**src/sv/rmn_pkg.sv**
```systemverilog
// rmn_pkg: shared types, constants and sequencer codes of the ring modulator
// used by every module of the block; depends on nothing else
`default_nettype none

package rmn_pkg;

  // defaults for the top level parameters
  localparam int TRACKS_DEF    = 8;
  localparam int SINE_BITS_DEF = 10;

  // phase accumulators start at a quarter turn
  localparam logic [31:0] PHASE_RESET = 32'h4000_0000;

  // q15 unity and sine polynomial coefficients
  localparam logic [16:0] Q15_ONE = 17'd32768;
  localparam logic [16:0] COEF_A  = 17'd51472;
  localparam logic [16:0] COEF_B  = 17'd21024;
  localparam logic [16:0] COEF_C  = 17'd2320;

  // output saturation limit
  localparam logic signed [63:0] SAMPLE_MAX = 64'sd8388607;

  // configuration register index
  localparam logic [1:0] REG_MOD_GAIN = 2'd0;

  // input transaction
  typedef struct packed {
    logic [2:0]         track;
    logic signed [23:0] sample;
    logic signed [31:0] phase_step;
  } in_t;

  // output transaction
  typedef struct packed {
    logic [2:0]         out_track;
    logic signed [23:0] out_sample;
  } out_t;

  // request to the shared multiplier
  typedef struct packed {
    logic               en;
    logic signed [31:0] a;
    logic signed [31:0] b;
  } mul_req_t;

  // sequencer states
  typedef enum logic [2:0] {
    ST_IDLE = 3'b001,
    ST_MUL  = 3'b010,
    ST_NEXT = 3'b100
  } state_e;

  // multiplier passes of one transaction
  typedef enum logic [2:0] {
    STEP_SQ  = 3'd0,  // u * u
    STEP_C   = 3'd1,  // c * u^2
    STEP_IN  = 3'd2,  // inner * u^2
    STEP_MID = 3'd3,  // mid * u
    STEP_GS  = 3'd4,  // gain * sine
    STEP_SF  = 3'd5   // sample * factor
  } step_e;

endpackage

`default_nettype wire

```
**src/sv/ring_modulator_nco.sv**
```systemverilog
// ring_modulator_nco: top level, sequencer, phase accumulators and datapath
// instantiates rmn_apb and rmn_mul, uses rmn_pkg
//
// Usage: each input transaction carries a track, a signed 24-bit sample and
// a signed phase step. The block returns one output transaction with the
// track echoed and sample * ((1 - g) + g * sin(phase)), rounded to nearest,
// where phase is the track's accumulator before the step; the accumulator
// then advances by the step. Tracks at or beyond TRACKS pass the sample
// unchanged and touch no accumulator.
// The sequencer runs six passes through one shared 32x32 multiplier after
// the accept cycle, each a multiply state and then a state that takes the
// product and loads the next operands; in_stall_o is high for that whole
// time, so a new transaction is accepted only once the last pass is done.
// The result sits in an output register, so the next transaction is taken
// while it waits. If the receiver still stalls a previous result when a new
// one is ready, the sequencer holds on its last pass until the register frees.
// Reset puts every accumulator at a quarter turn and the gain at zero.
// Gain is written through the apb-style port at byte address 0 by the user,
// only while idle; the block itself does not enforce this.
`default_nettype none

module ring_modulator_nco #(
  parameter int TRACKS          = rmn_pkg::TRACKS_DEF,
  parameter int SINE_TABLE_BITS = rmn_pkg::SINE_BITS_DEF
) (
  input  wire logic         clk_i,
  input  wire logic         rst_ni,
  input  wire logic         in_valid_i,
  output logic              in_stall_o,
  input  wire rmn_pkg::in_t in_data_i,
  output logic              out_valid_o,
  input  wire logic         out_stall_i,
  output rmn_pkg::out_t     out_data_o,
  input  wire logic         psel,
  input  wire logic         penable,
  input  wire logic         pwrite,
  input  wire logic [1:0]   paddr,
  input  wire logic [31:0]  pwdata,
  output logic [31:0]       prdata,
  output logic              pready
);

  localparam int FBITS  = SINE_TABLE_BITS - 2;
  localparam int TIDX_W = (TRACKS > 1) ? $clog2(TRACKS) : 1;

  // control
  rmn_pkg::state_e state_q;
  rmn_pkg::step_e  step_q;
  rmn_pkg::step_e  step_nxt;
  logic            out_valid_q;
  logic            accept;
  logic            out_free;
  logic            finish;

  // phase store
  logic [31:0]          phase_q [TRACKS];
  logic [TIDX_W-1:0]    tidx;
  logic                 in_range;
  logic [31:0]          phase_rd;
  logic [SINE_TABLE_BITS-1:0] sidx;
  logic [16:0]          u_frac;
  logic [16:0]          u_acc;

  // datapath registers
  logic [2:0]           track_q;
  logic signed [23:0]   sample_q;
  logic                 pass_q;
  logic                 neg_q;
  logic [16:0]          u_q;
  logic [16:0]          u2_q;
  logic signed [31:0]   op_a_q;
  logic signed [31:0]   op_b_q;
  rmn_pkg::out_t        out_q;

  // shared unit and its derived values
  rmn_pkg::mul_req_t    mul_req;
  logic signed [63:0]   prod;
  logic signed [63:0]   prod_rnd;
  logic [16:0]          rnd17;
  logic [16:0]          inner_v;
  logic [16:0]          mid_v;
  logic [16:0]          mag_v;
  logic signed [17:0]   sine_v;
  logic [16:0]          gain;
  logic [31:0]          dry_v;
  logic signed [31:0]   factor_v;
  logic signed [63:0]   res_v;
  logic signed [23:0]   sat_v;

  rmn_apb u_apb (
    .clk_i   (clk_i),
    .rst_ni  (rst_ni),
    .psel    (psel),
    .penable (penable),
    .pwrite  (pwrite),
    .paddr   (paddr),
    .pwdata  (pwdata),
    .prdata  (prdata),
    .pready  (pready),
    .gain_o  (gain)
  );

  assign mul_req.en = (state_q == rmn_pkg::ST_MUL);
  assign mul_req.a  = op_a_q;
  assign mul_req.b  = op_b_q;

  rmn_mul u_mul (
    .clk_i  (clk_i),
    .req_i  (mul_req),
    .prod_o (prod)
  );

  // handshake
  assign in_stall_o  = (state_q != rmn_pkg::ST_IDLE);
  assign accept      = in_valid_i && (state_q == rmn_pkg::ST_IDLE);
  assign out_free    = !out_valid_q || !out_stall_i;
  assign finish      = (state_q == rmn_pkg::ST_NEXT) && (step_q == rmn_pkg::STEP_SF)
                       && out_free;
  assign out_valid_o = out_valid_q;
  assign out_data_o  = out_q;

  // phase lookup and sine argument
  assign tidx     = TIDX_W'(in_data_i.track);
  assign in_range = (32'(in_data_i.track) < 32'(TRACKS));
  assign phase_rd = phase_q[tidx];
  assign sidx     = phase_rd[31 -: SINE_TABLE_BITS];
  assign u_frac   = 17'(sidx[FBITS-1:0]) << (15 - FBITS);
  assign u_acc    = sidx[FBITS] ? (rmn_pkg::Q15_ONE - u_frac) : u_frac;

  // accumulators advance at accept
  always_ff @(posedge clk_i or negedge rst_ni) begin
    if (!rst_ni) begin
      for (int i = 0; i < TRACKS; i++) begin
        phase_q[i] <= rmn_pkg::PHASE_RESET;
      end
    end else if (accept && in_range) begin
      phase_q[tidx] <= phase_rd + in_data_i.phase_step;
    end
  end

  // values formed from the last product
  always_comb begin
    prod_rnd = (prod + 64'sd16384) >>> 15;
    rnd17    = prod_rnd[16:0];
    inner_v  = rmn_pkg::COEF_B - rnd17;
    mid_v    = rmn_pkg::COEF_A - rnd17;
    mag_v    = (rnd17 > rmn_pkg::Q15_ONE) ? rmn_pkg::Q15_ONE : rnd17;
    sine_v   = neg_q ? -signed'({1'b0, mag_v}) : signed'({1'b0, mag_v});
    dry_v    = 32'(rmn_pkg::Q15_ONE - gain) << 15;
    factor_v = signed'(dry_v) + prod[31:0];
    res_v    = (prod + 64'sd536870912) >>> 30;
    sat_v    = (res_v > rmn_pkg::SAMPLE_MAX) ? 24'sd8388607 : res_v[23:0];
  end

  // next multiplier pass
  always_comb begin
    step_nxt = rmn_pkg::step_e'(step_q + 3'd1);
  end

  // sequencer and output valid
  always_ff @(posedge clk_i or negedge rst_ni) begin
    if (!rst_ni) begin
      state_q     <= rmn_pkg::ST_IDLE;
      step_q      <= rmn_pkg::STEP_SQ;
      out_valid_q <= 1'b0;
    end else begin
      unique case (state_q)
        rmn_pkg::ST_IDLE: begin
          if (in_valid_i) begin
            state_q <= rmn_pkg::ST_MUL;
            step_q  <= rmn_pkg::STEP_SQ;
          end
        end
        rmn_pkg::ST_MUL: begin
          state_q <= rmn_pkg::ST_NEXT;
        end
        rmn_pkg::ST_NEXT: begin
          if (step_q == rmn_pkg::STEP_SF) begin
            if (out_free) begin
              state_q <= rmn_pkg::ST_IDLE;
            end
          end else begin
            state_q <= rmn_pkg::ST_MUL;
            step_q  <= step_nxt;
          end
        end
        default: begin
          state_q <= rmn_pkg::ST_IDLE;
        end
      endcase
      if (finish) begin
        out_valid_q <= 1'b1;
      end else if (!out_stall_i) begin
        out_valid_q <= 1'b0;
      end
    end
  end

  // datapath registers and operand loading
  always_ff @(posedge clk_i) begin
    if (accept) begin
      track_q  <= in_data_i.track;
      sample_q <= in_data_i.sample;
      pass_q   <= !in_range;
      neg_q    <= sidx[SINE_TABLE_BITS-1];
      u_q      <= u_acc;
      op_a_q   <= signed'(32'(u_acc));
      op_b_q   <= signed'(32'(u_acc));
    end else if (state_q == rmn_pkg::ST_NEXT) begin
      unique case (step_q)
        rmn_pkg::STEP_SQ: begin
          u2_q   <= rnd17;
          op_a_q <= signed'(32'(rmn_pkg::COEF_C));
          op_b_q <= signed'(32'(rnd17));
        end
        rmn_pkg::STEP_C: begin
          op_a_q <= signed'(32'(inner_v));
          op_b_q <= signed'(32'(u2_q));
        end
        rmn_pkg::STEP_IN: begin
          op_a_q <= signed'(32'(mid_v));
          op_b_q <= signed'(32'(u_q));
        end
        rmn_pkg::STEP_MID: begin
          op_a_q <= signed'(32'(gain));
          op_b_q <= 32'(sine_v);
        end
        rmn_pkg::STEP_GS: begin
          op_a_q <= 32'(sample_q);
          op_b_q <= factor_v;
        end
        rmn_pkg::STEP_SF: begin
          if (out_free) begin
            out_q.out_track  <= track_q;
            out_q.out_sample <= pass_q ? sample_q : sat_v;
          end
        end
        default: begin
        end
      endcase
    end
  end

  // a multiply cycle always follows an accepted transaction
  a_accept_mul: assert property (@(posedge clk_i) disable iff (!rst_ni)
    accept |=> (state_q == rmn_pkg::ST_MUL) && (step_q == rmn_pkg::STEP_SQ))
    else $error("accepted transaction did not start the first multiply");

  // each multiply cycle is followed by its result step
  a_mul_next: assert property (@(posedge clk_i) disable iff (!rst_ni)
    (state_q == rmn_pkg::ST_MUL) |=> (state_q == rmn_pkg::ST_NEXT) && $stable(step_q))
    else $error("multiply cycle not followed by its result step");

  // a new result only comes from the last pass
  a_out_src: assert property (@(posedge clk_i) disable iff (!rst_ni)
    $rose(out_valid_o) |-> $past(finish))
    else $error("output appeared without a finished transaction");

  // state register stays one-hot
  a_state_oh: assert property (@(posedge clk_i) disable iff (!rst_ni)
    $onehot(state_q))
    else $error("sequencer state not one-hot");

  // a result never overwrites one the receiver has not taken
  a_no_overwrite: assert property (@(posedge clk_i) disable iff (!rst_ni)
    (out_valid_o && out_stall_i) |-> !finish)
    else $error("result overwritten while stalled");

endmodule

`default_nettype wire

```
**src/sv/rmn_mul.sv**
```systemverilog
// rmn_mul: shared signed 32x32 multiplier with registered product
// uses rmn_pkg for the request struct
`default_nettype none

module rmn_mul (
  input  wire logic              clk_i,
  input  wire rmn_pkg::mul_req_t req_i,
  output logic signed [63:0]     prod_o
);

  logic signed [63:0] prod_d;
  logic signed [63:0] prod_q;

  // one product per enabled cycle
  assign prod_d = req_i.a * req_i.b;

  always_ff @(posedge clk_i) begin
    if (req_i.en) begin
      prod_q <= prod_d;
    end
  end

  assign prod_o = prod_q;

endmodule

`default_nettype wire

```
**src/sv/rmn_apb.sv**
```systemverilog
// rmn_apb: apb-style configuration port holding the modulation gain
// uses rmn_pkg for the register index
`default_nettype none

module rmn_apb (
  input  wire logic        clk_i,
  input  wire logic        rst_ni,
  input  wire logic        psel,
  input  wire logic        penable,
  input  wire logic        pwrite,
  input  wire logic [1:0]  paddr,
  input  wire logic [31:0] pwdata,
  output logic [31:0]      prdata,
  output logic             pready,
  output logic [16:0]      gain_o
);

  logic [15:0] mod_gain_q;
  logic        wr_en;

  assign pready = 1'b1;
  assign wr_en  = psel && penable && pwrite && (paddr == rmn_pkg::REG_MOD_GAIN);

  // gain register
  always_ff @(posedge clk_i or negedge rst_ni) begin
    if (!rst_ni) begin
      mod_gain_q <= '0;
    end else if (wr_en) begin
      mod_gain_q <= pwdata[15:0];
    end
  end

  // read back
  always_comb begin
    prdata = '0;
    if (paddr == rmn_pkg::REG_MOD_GAIN) begin
      prdata = {16'd0, mod_gain_q};
    end
  end

  // gain above unity saturates to unity
  assign gain_o = ({1'b0, mod_gain_q} > rmn_pkg::Q15_ONE) ? rmn_pkg::Q15_ONE
                                                            : {1'b0, mod_gain_q};

endmodule

`default_nettype wire

```
**config.mk**
```make
export PLATFORM = sky130hd
export DESIGN_NAME = ring_modulator_nco
export DESIGN_NICKNAME = d
export VERILOG_FILES = /design/src/sv/rmn_pkg.sv /design/src/sv/ring_modulator_nco.sv /design/src/sv/rmn_mul.sv /design/src/sv/rmn_apb.sv
export SDC_FILE = /design/constraint.sdc
export NUM_CORES = 2
export LEC_CHECK = 0
export ABC_AREA = 1
export BUFFER_PORTS_ARGS = -buffer_cell sky130_fd_sc_hd__buf_2
export CAP_MARGIN = 0
export CORE_MARGIN = 3
export CORE_UTILIZATION = 35
export DETAILED_ROUTE_END_ITERATION = 10
export PLACE_DENSITY_LB_ADDON = 0.3
export SLEW_MARGIN = 40
export SYNTH_ARGS = -nofsm -noshare
export SYNTH_HDL_FRONTEND = slang
export SYNTH_SLANG_ARGS = --single-unit
```
**constraint.sdc**
```tcl
create_clock -name clk_i -period 23.7 [get_ports clk_i]
set_clock_uncertainty 0.2 [all_clocks]
set_input_delay 1.185 -clock clk_i [delete_from_list [all_inputs] [get_ports clk_i]]
set_output_delay 1.185 -clock clk_i [all_outputs]
set_load 0.01 [all_outputs]
```
# Word-level counts from Yosys, hierarchy flattened
# Cells that the tools add are included.
# Widths: inputs -> output; s select.
# word_totals
ff_bits,496
word_cells,103
in_bits,100
output_inout_bits,62
# op_classes
addsub,10
mul,1
magnitude_cmp,5
eq_ne,13
reduce_logical,22
n_bitwise,2
mux,26
# ops
op,n
$pmux 32 s5,2
$bwmux 256,1
$mux 17,6
$bmux 32 s3,1
$demux 32 s3,1
$mux 32,3
$add 32x32->32,2
$add 64x31->64 const B,1
$mul 32x32->64,1
$gt 34x24->1 const B,1
$sub 16x17->17 const A,2
$add 32x16->32 const B,1
$mux 16,2
$mux 18,1
$neg 17->18,1
$gt 17x16->1 const B,1
$sub 15x17->17 const A,1
$sub 16x15->17 const A,1
$gt 16x16->1 const B,1
$mux 3,5
$eq 3x2->1 const B,3
$eq 3x3->1 const B,3
$pmux 3 s3,1
$logic_and 1x1->1,7
other kinds (22),30

# Depth between registers and ports, before layout
# depth
word_depth,8
depth_mapped,33
depth_no_buf,32

# By module
# Synthesis repeated with hierarchy kept, for this count alone.
# unflattened
hier_cells,7838
hier_area_um2,63437.1
# modules_own_cells
module,area_per_inst_um2,seq_area_each_um2,cells_each,n_inst
rmn_mul,40538.9,1921.8,5046,1
ring_modulator_nco,21835.9,10486.3,2651,1
rmn_apb,1062.3,400.4,141,1

# Worst setup path before layout
# Ideal clock, no wire load.
# synth_timing
path_kind,reg2reg
startpoint,register op_a_q[30]
endpoint,"register u_mul.prod_q[62] (netlist: u_mul.prod_o[62]), data pin"
slack_ps,15897
stages_incl_launch_ff,27
required_time_ps,23238
n_path_buf,2
setup_ps,262
arrival_time_ps,7341
synth_period_minus_slack_ps,7803
path_cell_list,dfxtp_1 > clkbuf_1 > clkbuf_1 > nand2_1 > fa_1 > fa_1 > fa_1 > inv_1 > fa_1 > inv_1 > fa_1 > fa_1 > fa_1 > fa_1 > inv_1 > ha_1 > nand2_1 > nor2_1 > inv_1 > nor2_1 > inv_1 > nor2_1 > nand3_1 > nand3_1 > a21o_1 > a21oi_1 > xor2_1
# synth_via
elab_chain_len,1
# synth_rtl
element,line_no,source
"start, declared",ring_modulator_nco.sv:71,logic signed [31:0] op_a_q;
"start signal, assigned",ring_modulator_nco.sv:207,op_a_q <= signed'(32'(u_acc));
"start signal, assigned",ring_modulator_nco.sv:213,op_a_q <= signed'(32'(rmn_pkg::COEF_C));
"start signal, assigned",ring_modulator_nco.sv:217,op_a_q <= signed'(32'(inner_v));
$mul 32x32->64,rmn_mul.sv:15,assign prod_d = req_i.a * req_i.b;
named net u_mul.prod_d[62],rmn_mul.sv:11,logic signed [63:0] prod_d;
"end signal, assigned",rmn_mul.sv:19,prod_q <= prod_d;
"end, declared",rmn_mul.sv:12,logic signed [63:0] prod_q;
# The timed path passes the listed nets, and every way through them passes these cells.
# A chain may end at the register's enable or synchronous reset.

# Worst setup path in the final report
# layout_timing
startpoint,register op_a_q[30]
endpoint,"register u_mul.prod_q[60] (netlist: u_mul.prod_o[60]), data pin"
# The elaborated chain is that of the path after synthesis.

==> flow_summary.yaml <==
worst_setup_path:
  path_common_cell: "fa_1"
  r2r_start: "op_a_q[30]"
  critPathArrivalTime_ns: 9.29
  r2r_cells: 21
  path_cells: "nand2_1 > fa_1 > fa_1 > fa_1 > inv_1 > fa_1 > inv_1 > fa_1 > inv_1 > fa_1 > fa_1 > fa_1 > ha_1 > nand2_1 > nor2_1 > inv_1 > nor4_1 > nand3_1 > nand3_1 > a41oi_1 > xor2_1"
  rr_endpoint: "u_mul.prod_o[60]"
  crit_path_max_incr_delay_ns: 0.94
  crit_type: "reg -> reg"
  start_kind: "register"
  regToRegSetupSlack_ns: 14.56
  cp-end-kind: "register"
  cp_slowest_cell: "fa_1"
  cp_max_fo: 15
  worst_ep_required_time_ns: 23.85
finish:
  drive_gt1_share_pct: 5.827
  final_design_area_no_fill_um2: 60070
  area_delta_synth_final_pct: 8.916
  layout.nets: 7816
detailed_routing:
  dr_wl_met3_mm: 8.368
  top_layer: "met4"
  drt_pass1_iterations: 6
  wl_met1_mm: 67.91
  dr_wl_met2_mm: 74.96
  drc: 0
  drtAntennaViolNets: 0
  routed_wirelength_mm: 156.2
  viasPerCell: 4.936
  detail_route.wl_per_cell_um: 17.95
  num_vias: 42945
  first_iter_violations: 2998
worst_hold_path:
  hp-start: "track_q[0]"
  min_to: "out_data_o[24]"
  hold_class: "reg -> reg"
  hold_depth: 0
synthesis:
  synth-seq-area-share_pct: 23.23
  synth_top_flop_cell: "dfrtp_1"
  syn_inst: 6584
  syn_area_um2: 55150
  syn_area_per_cell_um2: 8.376
  synth-edff-count: 179
  synthArstFlopShare_pct: 58.13
  ys_ff_latch: 480
  synth_warnings: 0
  synth.distinct_cells: 69
floorplanning:
  start_util_pct: 35.26
  fp.dieH_um: 403.0
  pin_count: 162
  std_cell_rows: 145
  die-area_um2: 162400
  core_area_um2: 156400
  die_w_um: 403.0
cts:
  cts_root_buf: "clkbuf_16"
  cts_buffers: 53
  clock-sinks: 480
  h-tree-depth: 2
  hold_buffers: 0
  clkTransAtPathRegs_ns: 0.06
  cts_max_path_buffers: 3
  clkLatencyLatePin_ns: 0.64
  cts_tree: "built"
  ctsResizeCount: 0
  cts_setup_buffers: 0
timing:
  slew_violations: 0
  fmax_mhz: 109.4
  rsz0062_at_grt: "false"
  finalSetupViolations: 0
  tns_ns: 0
  worstMarginPinSlew_ns: 0.8918
  period_needed_ns: 9.142
  holdWs_ns: 0.2189
  slew_headroom_pct: 40.09
  fin_crit_sh_pct: 38.57
  finalHoldViolations: 0
placed_design:
  gp_congestion: 0.9124
  portBuffers: 128
  placed_area_um2: 58120
  place_hpwl_mm: 120.6
global_route:
  grt-ovfl-total: 0
  grt_max_degree: 147
  grt_pass1_vias: 44665
  antenna_found_initial: 3
  gr-usage-all-layers_pct: 19.49
  grt_pass1_wl_mm: 251.3
outcome:
  outcome: "finished clean"
run:
  drv_cap: 0
==> worst max-delay path by stage <==
stage,end,cells past startpoint,startpoint,slack (ns)
after floorplan,u_mul.prod_o[62],26,op_a_q[30],15.90
after global placement,u_mul.prod_o[60],21,op_a_q[30],14.75
after detailed placement,u_mul.prod_o[60],21,op_a_q[30],14.68
after CTS,u_mul.prod_o[60],21,op_a_q[30],14.65
after global routing,u_mul.prod_o[60],21,op_a_q[30],14.12
final,u_mul.prod_o[60],21,op_a_q[30],14.56
==> layout by cell type, fill, tap and decap left out, drive strengths merged, types with 6 or more instances in the layout <==
cell type,instances
nand2,1624
inv,1567
fa,876
o21ai,316
dfrtp,270
nor2,262
ha,242
buf,226
a21oi,216
nand3,210
edfxtp,179
xor2,79
clkbuf,73
nand4,50
xnor2,50
nor3,44
a221oi,36
a31oi,34
a22o,28
a22oi,28
dfxtp,22
clkinv,19
o22ai,17
conb,17
nor4,16
or2,13
a211oi,12
o21a,11
o21bai,10
a21o,9
dfstp,9
o221ai,8
nand3b,7
o2111ai,7
o31ai,7
o211ai,6
bufinv,6
==> cell usage after synthesis, types with 34 or more instances <==
library cell | count | area (um2)
a21oi_1 | 216 | 1081
a221oi_1 | 36 | 315.3
a31oi_1 | 34 | 212.7
clkbuf_1 | 246 | 923.4
dfrtp_1 | 270 | 6756
edfxtp_1 | 179 | 5375
fa_1 | 876 | 17540
ha_1 | 242 | 3028
inv_1 | 1550 | 5818
nand2_1 | 1619 | 6077
nand3_1 | 204 | 1021
nand4_1 | 50 | 312.8
nor2_1 | 258 | 968.4
nor3_1 | 42 | 210.2
o21ai_0 | 308 | 1541
xnor2_1 | 50 | 437.9
xor2_1 | 78 | 683.2
==> worst max-delay path, delay by kind of cell, from the launching register on <==
family	cells	cell delay (ns)
xor gates and xnor gates	1	0.19
buffers and inverters	4	0.69
AOI/OAI and AO/OA	1	0.21
DFF	1	0.74
adders and majority gates	9	5.42
and+or+nand+nor	6	1.38
==> through the flow <==
| stage | worst slack, ns | utilization, % | std cells |
|---|---|---|---|
| after global routing | 14.12 | 38.41 | 8699 |
| final | 14.56 | 38.41 | 8700 |
| after CTS | 14.65 | 38.38 | 8698 |
| after floorplan | 15.90 | - | 6599 |
| after global placement | 14.75 | 37.08 | 8593 |
| after detailed placement | 14.68 | 37.16 | 8600 |
==> cell families after synthesis <==
family | Yosys count | synth area share (%)
and+or+nand+nor | 2234 | 16.38
AOI/OAI and AO/OA | 769 | 8.227
other | 2 | 0.01362
buffers and inverters | 1851 | 12.78
xor gates and xnor gates | 129 | 2.062
muxes | 1 | 0.01815
DFF | 480 | 23.23
adders and majority gates | 1118 | 37.29
==> cell type report <==
class	count	area (um2)
Fill cell	16091	96320
Multi-Input combinational cell	4268	35390
Sequential cell	480	12810
Inverter	1569	5889
Tap cell	2058	2575
Clock buffer	73	1563
Timing Repair Buffer	226	1489
Clock inverter	25	347.8
Antenna cell	1	2.502
==> flip-flops by register name, indices dropped and copies added, names as in the netlist <==
signal	cells
neg_q	1
op_a_q	24
op_b_q	32
out_data_o	27
out_valid_o	1
phase_q	256
sample_q	24
state_q	3
step_q	3
track_q	3
u2_q	17
u_apb.mod_gain_q	16
u_mul.prod_o	64
u_q	9
==> routing by layer <==
| layer | up-vias | global-route usage (%) |
|---|---|---|
| li1 | 19919 | - |
| met1 | 21639 | 26.67 |
| met2 | 1174 | 32.81 |
| met3 | 213 | 1.863 |
| met4 | 0 | 5.876 |
| met5 | - | 0 |
Power is not shown: default switching activity piles up to over one toggle a cycle in this logic, so the estimate is an artifact.
